$ cat config.mk
export PLATFORM = sky130hd
export DESIGN_NAME = utf8_to_ascii_folder_core
export DESIGN_NICKNAME = d
export VERILOG_FILES = /design/src/u2a_pkg.sv /design/src/utf8_to_ascii_folder_core.sv /design/src/u2a_front.sv /design/src/u2a_queue.sv /design/src/u2a_back.sv
export SDC_FILE = /design/constraint.sdc
export NUM_CORES = 1
export LEC_CHECK = 0
export ABC_AREA = 0
export BUFFER_PORTS_ARGS = -buffer_cell sky130_fd_sc_hd__buf_2
export CORE_ASPECT_RATIO = 1.5
export CORE_UTILIZATION = 45
export CTS_BUF_LIST = sky130_fd_sc_hd__clkbuf_16
export DETAILED_ROUTE_END_ITERATION = 16
export GPL_TIMING_DRIVEN = 1
export PLACE_DENSITY = 0.64
export SKIP_LAST_GASP = 1
export SYNTH_ARGS = -nofsm -noshare
export SYNTH_HDL_FRONTEND = slang
export SYNTH_HIERARCHICAL = 1
export SYNTH_SLANG_ARGS = --single-unit
$ cat constraint.sdc
create_clock -name clk -period 5.01 [get_ports clk]
set_input_delay 1.503 -clock clk [delete_from_list [all_inputs] [get_ports clk]]
set_output_delay 1.503 -clock clk [all_outputs]
set_load 0.02 [all_outputs]
$ cat src/u2a_pkg.sv
// Shared types and character constants for the UTF-8 to ASCII folder.
`timescale 1ns / 1ps

package u2a_pkg;

  // Job queue depth and pointer width
  localparam int QDEPTH   = 4;
  localparam int QPTR_W   = $clog2(QDEPTH);
  localparam int QCNT_W   = $clog2(QDEPTH + 1);

  // Most characters one input beat can cause
  localparam int MAX_CHARS = 4;

  // ASCII codes used by the folding table
  localparam logic [6:0] CH_QMARK  = 7'h3F;
  localparam logic [6:0] CH_BAR    = 7'h7C;
  localparam logic [6:0] CH_DASH   = 7'h2D;
  localparam logic [6:0] CH_PLUS   = 7'h2B;
  localparam logic [6:0] CH_APOS   = 7'h27;
  localparam logic [6:0] CH_DQUOTE = 7'h22;
  localparam logic [6:0] CH_STAR   = 7'h2A;
  localparam logic [6:0] CH_DOT    = 7'h2E;
  localparam logic [6:0] CH_GT     = 7'h3E;
  localparam logic [6:0] CH_LT     = 7'h3C;
  localparam logic [6:0] CH_CARET  = 7'h5E;
  localparam logic [6:0] CH_V      = 7'h76;
  localparam logic [6:0] CH_SPACE  = 7'h20;

  // One classified input beat: the characters it yields, in order
  typedef struct packed {
    logic [2:0]                     cnt;   // 1..4 characters
    logic [MAX_CHARS-1:0][6:0]      chars; // chars[0] goes out first
    logic                           eot;   // beat closed the text
  } job_t;

endpackage

$ cat src/utf8_to_ascii_folder_core.sv
// Top level of the UTF-8 to ASCII folder: classifier, job queue, emitter.
//
//   channel | direction | handshake            | payload
//   in_     | input     | in_valid / in_stall   | in_byte[7:0], in_end_of_text
//   out_    | output    | out_valid / out_stall | out_char[6:0], out_item_last,
//           |           |                       | out_text_last
//
// One input byte per cycle is taken while the job queue has room; each byte
// yields 0 to 4 characters, and the emitter sends one character per cycle
// while the output is not stalled; a byte that yields none is not queued.
// The first character of a byte passes the job queue, the current-job register
// and the output register before it is presented.
// rst_n is synchronous, active low; it closes any open sequence and empties the
// queue and output register. out_stall holds the output register, then the
// emitter, then fills the queue; in_stall rises only when the queue is full.
`timescale 1ns / 1ps

module utf8_to_ascii_folder_core (
  input  logic       clk,
  input  logic       rst_n,
  input  logic       in_valid,
  output logic       in_stall,
  input  logic [7:0] in_byte,
  input  logic       in_end_of_text,
  output logic       out_valid,
  input  logic       out_stall,
  output logic [6:0] out_char,
  output logic       out_item_last,
  output logic       out_text_last
);
  import u2a_pkg::*;

  logic q_full, q_push, q_pop, q_not_empty;
  job_t push_job, pop_job;

  u2a_front u_front (
    .clk            (clk),
    .rst_n          (rst_n),
    .in_valid       (in_valid),
    .in_stall       (in_stall),
    .in_byte        (in_byte),
    .in_end_of_text (in_end_of_text),
    .q_full         (q_full),
    .q_push         (q_push),
    .q_job          (push_job)
  );

  u2a_queue u_queue (
    .clk       (clk),
    .rst_n     (rst_n),
    .push      (q_push),
    .push_job  (push_job),
    .full      (q_full),
    .pop       (q_pop),
    .pop_job   (pop_job),
    .not_empty (q_not_empty)
  );

  u2a_back u_back (
    .clk           (clk),
    .rst_n         (rst_n),
    .q_not_empty   (q_not_empty),
    .q_job         (pop_job),
    .q_pop         (q_pop),
    .out_valid     (out_valid),
    .out_stall     (out_stall),
    .out_char      (out_char),
    .out_item_last (out_item_last),
    .out_text_last (out_text_last)
  );

endmodule

$ cat src/u2a_front.sv
// Front end: UTF-8 sequence tracking and classification of each byte into a job.
`timescale 1ns / 1ps

module u2a_front (
  input  logic          clk,
  input  logic          rst_n,
  input  logic          in_valid,
  output logic          in_stall,
  input  logic [7:0]    in_byte,
  input  logic          in_end_of_text,
  input  logic          q_full,
  output logic          q_push,
  output u2a_pkg::job_t q_job
);
  import u2a_pkg::*;

  // Folded string of a complete code point
  typedef struct packed {
    logic [1:0]      len;
    logic [2:0][6:0] s;
  } fold_t;

  function automatic fold_t fold_code(input logic [20:0] cp);
    fold_t f;
    f.len = 2'd1;
    f.s   = {CH_QMARK, CH_QMARK, CH_QMARK};
    if (cp[20:7] == 14'h004A) begin
      // box-drawing block U+2500..U+257F
      case (cp[6:0]) inside
        7'h02, 7'h03, 7'h06, 7'h07, 7'h0A, 7'h0B, 7'h51: f.s[0] = CH_BAR;
        7'h00, 7'h01, 7'h04, 7'h05, 7'h08, 7'h09, 7'h50: f.s[0] = CH_DASH;
        default:                                         f.s[0] = CH_PLUS;
      endcase
    end else begin
      unique case (cp) inside
        21'h02012, 21'h02013, 21'h02014, 21'h02015: f.s[0] = CH_DASH;
        21'h02018, 21'h02019:                       f.s[0] = CH_APOS;
        21'h0201C, 21'h0201D:                       f.s[0] = CH_DQUOTE;
        21'h02022, 21'h000B7:                       f.s[0] = CH_STAR;
        21'h02026: begin
          f.len = 2'd3;
          f.s   = {CH_DOT, CH_DOT, CH_DOT};
        end
        21'h02192: begin
          f.len  = 2'd2;
          f.s[0] = CH_DASH;
          f.s[1] = CH_GT;
        end
        21'h02190: begin
          f.len  = 2'd2;
          f.s[0] = CH_LT;
          f.s[1] = CH_DASH;
        end
        21'h02191:                                  f.s[0] = CH_CARET;
        21'h02193:                                  f.s[0] = CH_V;
        21'h000A0:                                  f.s[0] = CH_SPACE;
        default:                                    f.s[0] = CH_QMARK;
      endcase
    end
    return f;
  endfunction

  // Sequence state
  logic [1:0]  exp_r, exp_nxt;
  logic [1:0]  taken_r, taken_nxt;
  logic [20:0] acc_r, acc_nxt;

  logic        accept;
  logic        is_cont, is_ascii, lead2, lead3, lead4, seq_open;
  logic [1:0]  taken_inc;
  logic [20:0] acc_shift;
  fold_t       fold;
  logic [1:0]  qcnt;     // leading '?' count
  logic [1:0]  slen;     // length of the string after them
  logic [3:0][6:0] str;
  logic [1:0]  sel;

  assign accept   = in_valid && !in_stall;
  assign in_stall = q_full;

  assign is_cont   = (in_byte[7:6] == 2'b10);
  assign is_ascii  = !in_byte[7];
  assign lead2     = (in_byte[7:5] == 3'b110);
  assign lead3     = (in_byte[7:4] == 4'b1110);
  assign lead4     = (in_byte[7:3] == 5'b11110);
  assign seq_open  = (exp_r != 2'd0);
  assign taken_inc = taken_r + 2'd1;
  assign acc_shift = {acc_r[14:0], in_byte[5:0]};
  assign fold      = fold_code(acc_shift);

  // Classify the byte against the open sequence
  always_comb begin
    exp_nxt   = exp_r;
    taken_nxt = taken_r;
    acc_nxt   = acc_r;
    qcnt      = 2'd0;
    slen      = 2'd0;
    str       = {CH_QMARK, CH_QMARK, CH_QMARK, CH_QMARK};
    if (seq_open && is_cont) begin
      if (taken_inc == exp_r) begin
        // sequence complete: fold it
        slen      = fold.len;
        str[2:0]  = fold.s;
        exp_nxt   = 2'd0;
        taken_nxt = 2'd0;
        acc_nxt   = '0;
      end else if (in_end_of_text) begin
        // truncated at end of text
        qcnt      = taken_inc + 2'd1;
        exp_nxt   = 2'd0;
        taken_nxt = 2'd0;
        acc_nxt   = '0;
      end else begin
        taken_nxt = taken_inc;
        acc_nxt   = acc_shift;
      end
    end else begin
      // broken sequence flushes first, then the byte is taken afresh
      qcnt      = seq_open ? (taken_r + 2'd1) : 2'd0;
      exp_nxt   = 2'd0;
      taken_nxt = 2'd0;
      acc_nxt   = '0;
      if (is_ascii) begin
        slen   = 2'd1;
        str[0] = in_byte[6:0];
      end else if (lead2 || lead3 || lead4) begin
        if (in_end_of_text) begin
          slen = 2'd1;
        end else begin
          exp_nxt = lead2 ? 2'd1 : (lead3 ? 2'd2 : 2'd3);
          acc_nxt = lead2 ? {16'd0, in_byte[4:0]}
                  : (lead3 ? {17'd0, in_byte[3:0]} : {18'd0, in_byte[2:0]});
        end
      end else begin
        slen = 2'd1;
      end
    end
  end

  // Pack '?' prefix and string into the job
  always_comb begin
    q_job.cnt = {1'b0, qcnt} + {1'b0, slen};
    q_job.eot = in_end_of_text;
    for (int k = 0; k < MAX_CHARS; k++) begin
      sel = 2'(k) - qcnt;
      q_job.chars[k] = (2'(k) < qcnt) ? CH_QMARK : str[sel];
    end
  end

  assign q_push = accept && (q_job.cnt != 3'd0);

  always_ff @(posedge clk) begin
    if (!rst_n) begin
      exp_r   <= 2'd0;
      taken_r <= 2'd0;
      acc_r   <= '0;
    end else if (accept) begin
      exp_r   <= exp_nxt;
      taken_r <= taken_nxt;
      acc_r   <= acc_nxt;
    end
  end

`ifndef SYNTHESIS
  a_closed_clean: assert property (@(posedge clk) disable iff (!rst_n)
    (exp_r == 2'd0) |-> (taken_r == 2'd0 && acc_r == 21'd0))
    else $error("closed sequence left residue");
  a_taken_below: assert property (@(posedge clk) disable iff (!rst_n)
    (exp_r != 2'd0) |-> (taken_r < exp_r))
    else $error("continuation count reached expected count");
  a_push_fits: assert property (@(posedge clk) disable iff (!rst_n)
    q_push |-> (!q_full && q_job.cnt <= 3'(MAX_CHARS)))
    else $error("job pushed into full queue or too long");
`endif

endmodule

$ cat src/u2a_queue.sv
// Short job queue between the classifier and the character emitter.
`timescale 1ns / 1ps

module u2a_queue (
  input  logic          clk,
  input  logic          rst_n,
  input  logic          push,
  input  u2a_pkg::job_t push_job,
  output logic          full,
  input  logic          pop,
  output u2a_pkg::job_t pop_job,
  output logic          not_empty
);
  import u2a_pkg::*;

  job_t              mem [QDEPTH];
  logic [QPTR_W-1:0] wr_ptr_r, rd_ptr_r;
  logic [QCNT_W-1:0] cnt_r, cnt_nxt;

  assign full      = (cnt_r == QCNT_W'(QDEPTH));
  assign not_empty = (cnt_r != '0);
  assign pop_job   = mem[rd_ptr_r];

  // occupancy
  always_comb begin
    cnt_nxt = cnt_r;
    if (push && !pop) cnt_nxt = cnt_r + 1'b1;
    else if (pop && !push) cnt_nxt = cnt_r - 1'b1;
  end

  always_ff @(posedge clk) begin
    if (!rst_n) begin
      wr_ptr_r <= '0;
      rd_ptr_r <= '0;
      cnt_r    <= '0;
    end else begin
      cnt_r <= cnt_nxt;
      if (push) wr_ptr_r <= wr_ptr_r + 1'b1;
      if (pop)  rd_ptr_r <= rd_ptr_r + 1'b1;
    end
  end

  // storage
  always_ff @(posedge clk) begin
    if (push) mem[wr_ptr_r] <= push_job;
  end

endmodule

$ cat src/u2a_back.sv
// Back end: walks each job; one char beat per cycle unless stalled.
`timescale 1ns / 1ps

module u2a_back (
  input  logic          clk,
  input  logic          rst_n,
  input  logic          q_not_empty,
  input  u2a_pkg::job_t q_job,
  output logic          q_pop,
  output logic          out_valid,
  input  logic          out_stall,
  output logic [6:0]    out_char,
  output logic          out_item_last,
  output logic          out_text_last
);
  import u2a_pkg::*;

  job_t       cur_r;
  logic       cur_vld_r;
  logic [1:0] idx_r;

  logic       out_valid_r;
  logic [6:0] out_char_r;
  logic       out_item_last_r, out_text_last_r;

  logic out_ld, emit, last, cur_done;

  assign out_ld   = !out_valid_r || !out_stall;
  assign emit     = cur_vld_r && out_ld;
  assign last     = ({1'b0, idx_r} + 3'd1) == cur_r.cnt;
  assign cur_done = emit && last;
  assign q_pop    = q_not_empty && (!cur_vld_r || cur_done);

  // current job and character index
  always_ff @(posedge clk) begin
    if (!rst_n) begin
      cur_vld_r <= 1'b0;
      idx_r     <= 2'd0;
    end else if (q_pop) begin
      cur_vld_r <= 1'b1;
      idx_r     <= 2'd0;
    end else begin
      if (cur_done) cur_vld_r <= 1'b0;
      if (emit) idx_r <= idx_r + 2'd1;
    end
  end

  always_ff @(posedge clk) begin
    if (q_pop) cur_r <= q_job;
  end

  // output register
  always_ff @(posedge clk) begin
    if (!rst_n) begin
      out_valid_r <= 1'b0;
    end else if (out_ld) begin
      out_valid_r <= emit;
    end
  end

  always_ff @(posedge clk) begin
    if (emit) begin
      out_char_r      <= cur_r.chars[idx_r];
      out_item_last_r <= last;
      out_text_last_r <= last && cur_r.eot;
    end
  end

  assign out_valid     = out_valid_r;
  assign out_char      = out_char_r;
  assign out_item_last = out_item_last_r;
  assign out_text_last = out_text_last_r;

`ifndef SYNTHESIS
  a_text_last_ends_item: assert property (@(posedge clk) disable iff (!rst_n)
    out_valid_r && out_text_last_r |-> out_item_last_r)
    else $error("text_last without item_last");
  a_job_nonempty: assert property (@(posedge clk) disable iff (!rst_n)
    cur_vld_r |-> (cur_r.cnt != 3'd0 && ({1'b0, idx_r} < cur_r.cnt)))
    else $error("character index beyond job length");
  a_no_pop_busy: assert property (@(posedge clk) disable iff (!rst_n)
    q_pop && cur_vld_r |-> cur_done)
    else $error("job loaded over unfinished job");
`endif

endmodule

==> reports/results.ini, run 1 <==
[finish]
seq_area_um2=5720
diodes=0
multi_input_area_um2=2870
drive_gt1_share_pct=21.6
fillers=1688
nets=651
stdcell_area_um2=9940
area_growth_pct=12.3
fin_cells=896
layout_common_cells=edfxtp_1, nand2_1, mux4_2
final_common_cell=edfxtp_1
utilization_pct=51.7

[detailed_routing]
ant_nets=0
wl_met1_um=6690
met3_length_um=629
num_vias=5069
drt_iter0_markers=282
dr.pass1.iters=5
top_layer=met4
wl_per_cell_um=20.2
route.met2.wl_um=10300
drc_errors=0
drt-vias-per-instance=5.66
wirelength_um=18100

[clock_tree]
post_cts_buffers=0
clk_latency_ns=0.49
cts_tree=yes
cts_max_level=1
cts_max_path_buffers=3
root_buffer=clkbuf_16
numCtsBuffers=19
cts_hold_buf=0
path_clk_slew_ns=0.07
cts_sinks=201
ctsResizeCount=0

[grt]
first_global_vias=5346
globalRouteOverflowTotal=0
grt_max_degree=35
grt_pass1_wl_um=29000
track_usage_pct=19.2
antenna_found_initial=0

[yosys]
synthesis.nets=615
yosys_most_used_dff=edfxtp_1
yosysSeqAreaShare_pct=64.6
syn_area_um2=8850
syn_inst=591
synth-edff-count=169
synth_warnings=6
async_flop_share_pct=0
ys_ff_latch=201
syn_avg_cell_area_um2=15.0
yosysUniqueCellTypes=68

[power]
irDropWorstVdd_mv=0.213
cellPowerDensity_nw_per_um2=465
power_mw=4.62
power.leakage_nw=3.15

[die]
die_x_um=116
ios=24
num_rows=62
start_util_pct=46.0
core_um2=19200
die_area_um2=20200
die_height_um=174

[placed_design]
place_congestion=0.862
pre_cts_slack_ns=0.145
dp_cells=862
port_buffers=23
place_area_um2=9300
dp_hpwl_um=12400

[flow_run]
maxCapViolCount=0

[sta]
fin_crit_ns=4.36
timing.fmax_ghz=0.229
worst_slack_ns=0.646
max_slew_margin_pct=21.4
fin_tns_setup_ns=0
setup_violations=0
final-hold-violation-count=0
report.final.slew_viol_count=0
clock_skew_ns=0.0151
worst_hold_slack_ns=0.477
min_period_over_period_pct=87.1
rsz0062_at_grt=false
worstMarginPinSlew_ns=1.17

[worst_setup_path]
cp.arrival_ns=4.78
critPathRequiredTime_ns=5.42
crit_fanout=5
critPathCaptureType=register
cp-start-kind=primary input
crit_type=in -> reg

[run_status]
outcome=complete, no violations

[min_path]
hp-class=reg -> reg

-- registers in the layout, indices dropped and copies added, names as in the netlist, named ones only --
signal	cells
u_front/taken_r	2
u_queue/rd_ptr_r	2
u_back/cur_vld_r	1
u_queue/wr_ptr_r	2
u_back/out_item_last	1
u_back/out_char	7
u_queue/cnt_r	3
u_front/exp_r	2
u_queue/mem	128
u_back/cur_r	32
u_front/acc_r	15
u_back/out_text_last	1
u_back/idx_r	2
u_back/out_valid	1
-- worst paths after layout --
path | start | to | slack (ns) | cells after the start
min | u_front/acc_r[10] | u_front/acc_r[10] | 0.48 | 2
min reg2reg | u_front/acc_r[10] | u_front/acc_r[10] | 0.48 | 2
max | in_byte[2] | u_queue/cnt_r[2] | 0.65 | 17
max reg2reg | u_front/acc_r[11] | u_queue/cnt_r[2] | 0.78 | 14
-- metal layers --
metal | up-vias | global-route usage (%)
met5 | - | 0
met4 | 0 | 7.48
met3 | 34 | 2.52
met2 | 111 | 35.8
met1 | 2548 | 21.4
li1 | 2376 | -
-- where the power goes --
group	switching, mW	internal (mW)	total [mW]
clock network	0.611	0.815	1.43
logic	0.491	0.403	0.894
registers	0.134	2.17	2.30
-- cell families (layout without fill, tap and decap cells) --
kind of cell	count (synthesis)	after routing	synth area share [%]
flip-flops	201	201	64.6
multiplexers	42	42	10.4
buffers and inverters	47	96	2.94
adder cells (fa/ha/maj)	11	11	1.73
AND/OR/NAND/NOR	185	185	11.4
AO/OA/AOI/OAI	90	90	7.48
XOR/XNOR	15	15	1.48
-- cells in the mapped netlist (all sizes together) (8+ instances only) --
cell,n,area (um2)
mux4,39,886
dfxtp,32,641
edfxtp,169,5070
xnor2,8,70.1
nor3,16,85.1
nand3,18,90.1
clkbuf,12,45.0
o21ai,10,50.1
or3,8,55.1
nor2b,9,56.3
nand2,52,195
a21oi,26,130
nand2b,8,50.1
a21boi,10,86.3
ha,9,113
nor2,21,78.8
buf,17,148
and2,14,87.6
inv,18,67.6
-- critical path: stages --
cell,delay [ns]
buf_2,0.10
nor3_1,0.19
nand4b_1,0.15
or2_2,0.35
o22ai_1,0.15
a21oi_1,0.09
ha_1,0.18
inv_1,0.06
fa_1,0.40
inv_1,0.13
o31a_1,0.18
ha_1,0.19
inv_1,0.06
fa_1,0.37
xor2_1,0.18
or3_1,0.31
a21boi_0,0.17
-- final cells by class --
type,instances,share of cell area [%]
Clock inverter,15,1.62
Sequential cell,201,57.5
Clock buffer,19,4.78
Tap cell,256,3.22
Multi-Input combinational cell,343,28.9
Timing Repair Buffer,44,3.25
Inverter,18,0.680
Note: power is estimated with default switching activity, not from simulation.
==> inputs of run 2 (changes only) <==
CORE_UTILIZATION = 35   (was 45)
PLACE_DENSITY = 0.53   (was 0.64)
==> run 2 against run 1 <==
  * Critical path depth is the same
  * Cell count grew 8.0%
  * First-iteration DRC count grew 1.1%
  * Critical endpoint unchanged
  * Via count grew 0.20%
  * Cell area grew 0.31%
==> reports/results.ini, run 2 (same netlist as run 1, synthesis figures left out) <==
[run_status]
outcome=complete, no violations

[clock_tree]
cts_max_level=1  ; unchanged
post_cts_buffers=0  ; unchanged
ctsResizeCount=0  ; unchanged
path_clk_slew_ns=0.06  ; about the same
clk_latency_ns=0.49  ; about the same
numCtsBuffers=20  ; +1
cts_sinks=201  ; unchanged
root_buffer=clkbuf_16
cts_tree=yes
cts_hold_buf=0  ; unchanged
cts_max_path_buffers=3  ; unchanged

[worst_setup_path]
cp.arrival_ns=4.71  ; -0.07 ns
crit_fanout=3  ; -2
crit_type=in -> reg
critPathRequiredTime_ns=5.42  ; about the same
reg2reg_to=u_queue/cnt_r[2]
rr_worst_depth=16  ; +2
crit_buf_inv=4  ; unchanged
r2r_start=u_front/acc_r[9]
critical-path-slowest-cell=fa_1
rrSetupSlack_ns=1.07  ; +0.29 ns
cp_common_cell=inv_1
cpPeakStageDelay_ns=0.40  ; about the same
crit_chain=buf_2, nor2b_1, nand4b_1, or2_2, o22ai_1, a21oi_1, ha_1, inv_1, fa_1, inv_1, o31a_1, ha_1, inv_1, fa_1, xor2_1, or3_1, a21boi_0
critPathCaptureType=register
cp-start-kind=primary input
crit_family=adder cells

[grt]
grt_pass1_wl_um=29900  ; +3.0%
grt_util_met1_pct=15.9  ; -5.5 points
antenna_found_initial=0  ; unchanged
track_usage_pct=15.0  ; -4.2 points
first_global_vias=5465  ; +2.2%
gr-usage-met3_pct=1.88  ; -0.64 points
grt_max_degree=35  ; unchanged
met2_usage_pct=29.5  ; -6.3 points
globalRouteOverflowTotal=0  ; unchanged
grt-busiest-layer=met2

[sta]
fin_tns_setup_ns=0  ; unchanged
min_period_over_period_pct=85.8  ; -1.3 points
fin_crit_ns=4.30  ; -0.0674 ns
max_slew_margin_pct=39.6  ; +18 points
worstMarginPinSlew_ns=0.906  ; -0.262 ns
report.final.slew_viol_count=0  ; unchanged
timing.fmax_ghz=0.233  ; +1.6%
rsz0062_at_grt=false
setup_violations=0  ; unchanged
final-hold-violation-count=0  ; unchanged
clock_skew_ns=0.0186  ; +0.00356 ns

[min_path]
worstHoldEndpoint=u_front/acc_r[13]
hp-class=reg -> reg
hold_start=u_front/acc_r[13]
hold_depth=2  ; unchanged

[die]
die_area_um2=25900  ; +28%
core_um2=24600  ; +28%
die_height_um=197  ; +13%
num_rows=70  ; +13%
ios=24  ; unchanged
start_util_pct=35.9  ; -10 points
die_x_um=132  ; +13%

[flow_run]
maxCapViolCount=0  ; unchanged

[finish]
layout_common_cells=edfxtp_1, nand2_1, mux4_2
nets=654  ; +0.46%
final_common_cell=edfxtp_1
drive_gt1_share_pct=21.9  ; +0.33 points
stdcell_area_um2=9970  ; +0.31%
area_growth_pct=12.7
largest_reg_flops=128  ; unchanged
diodes=0  ; unchanged
largest-register=u_queue/mem
largest_registers=u_queue/mem: 128 flops, u_back/cur_r: 32 flops, u_front/acc_r: 15 flops

[power]
cellPowerDensity_nw_per_um2=458  ; -1.6%
power.leakage_nw=3.17  ; +0.69%
irDropWorstVdd_mv=0.215  ; +0.87%

[detailed_routing]
wirelength_um=18800  ; +3.5%
num_vias=5079  ; +0.20%
wl_per_cell_um=19.4  ; -4.2%
drt_iter0_markers=285  ; +1.1%
drt-vias-per-instance=5.25  ; -7.3%
drc_errors=0  ; unchanged
ant_nets=0  ; unchanged
dr.pass1.iters=4  ; -1

[placed_design]
place_area_um2=9350  ; +0.54%
port_buffers=23  ; unchanged
place_congestion=0.863  ; about the same
dp_hpwl_um=12700  ; +2.1%

run 2: power breakdown:
part / switching [mW] / leakage (nW) / internal (mW) / total (mW)
Combinational: 0.483 / 1.02 / 0.393 / 0.876
Clock: 0.611 / 0.323 / 0.770 / 1.38
Sequential: 0.135 / 1.83 / 2.17 / 2.30
run 2: area by class of cell:
class | instances | area, um2
inverters | 18 | 67.6
well taps | 324 | 405
repair buffers | 46 | 288
fillers | 2247 | 14600
flip-flops and latches | 201 | 5720
multi-input cells | 343 | 2870
clock inverters | 15 | 92.6
clock buffers | 21 | 526
run 2: per-layer routing:
layer  wire, um  up-vias
met4        604        0
li1           -     2384
met2      10400       90
met1       7210     2571
met3        540       34
met5          0        -
run 2: worst max path at each step:
stage	startpoint	slack, ns	cells after the start	endpoint
after global routing	in_byte[4]	0.45	17	u_queue/cnt_r[2]
after floorplan	in_byte[2]	0.23	17	u_queue/cnt_r[2]
after CTS	in_byte[2]	0.72	17	u_queue/cnt_r[2]
after global placement	in_byte[5]	0.32	17	u_queue/cnt_r[2]
after detailed placement	in_byte[2]	0.23	17	u_queue/cnt_r[2]
final	in_byte[4]	0.71	17	u_queue/cnt_r[2]
run 2: worst reg2reg max path, delay by kind of cell, from the launching register on:
kind / cells / cell delay (ns)
flops: 1 / 0.33
buf+inv: 3 / 0.21
compound gates: 4 / 0.60
xor+xnor: 1 / 0.18
simple gates: 4 / 1.38
fa+ha+maj: 4 / 1.16
run 2: through the flow:
step / total power [mW] / util [%] / instances / setup WS (ns) / hold slack (ns)
final: 4.56 / 40.5 / 968 / 0.713 / 0.475
after global routing: 4.80 / 40.5 / 968 / 0.453 / 0.500
after CTS: 4.64 / 40.5 / 968 / 0.718 / 0.477
after detailed placement: 3.25 / 38.0 / 932 / 0.233 / 0.468
after global placement: 3.23 / 38.0 / 932 / 0.317 / 0.458
after floorplan: 3.01 / - / 591 / 0.231 / 0.449
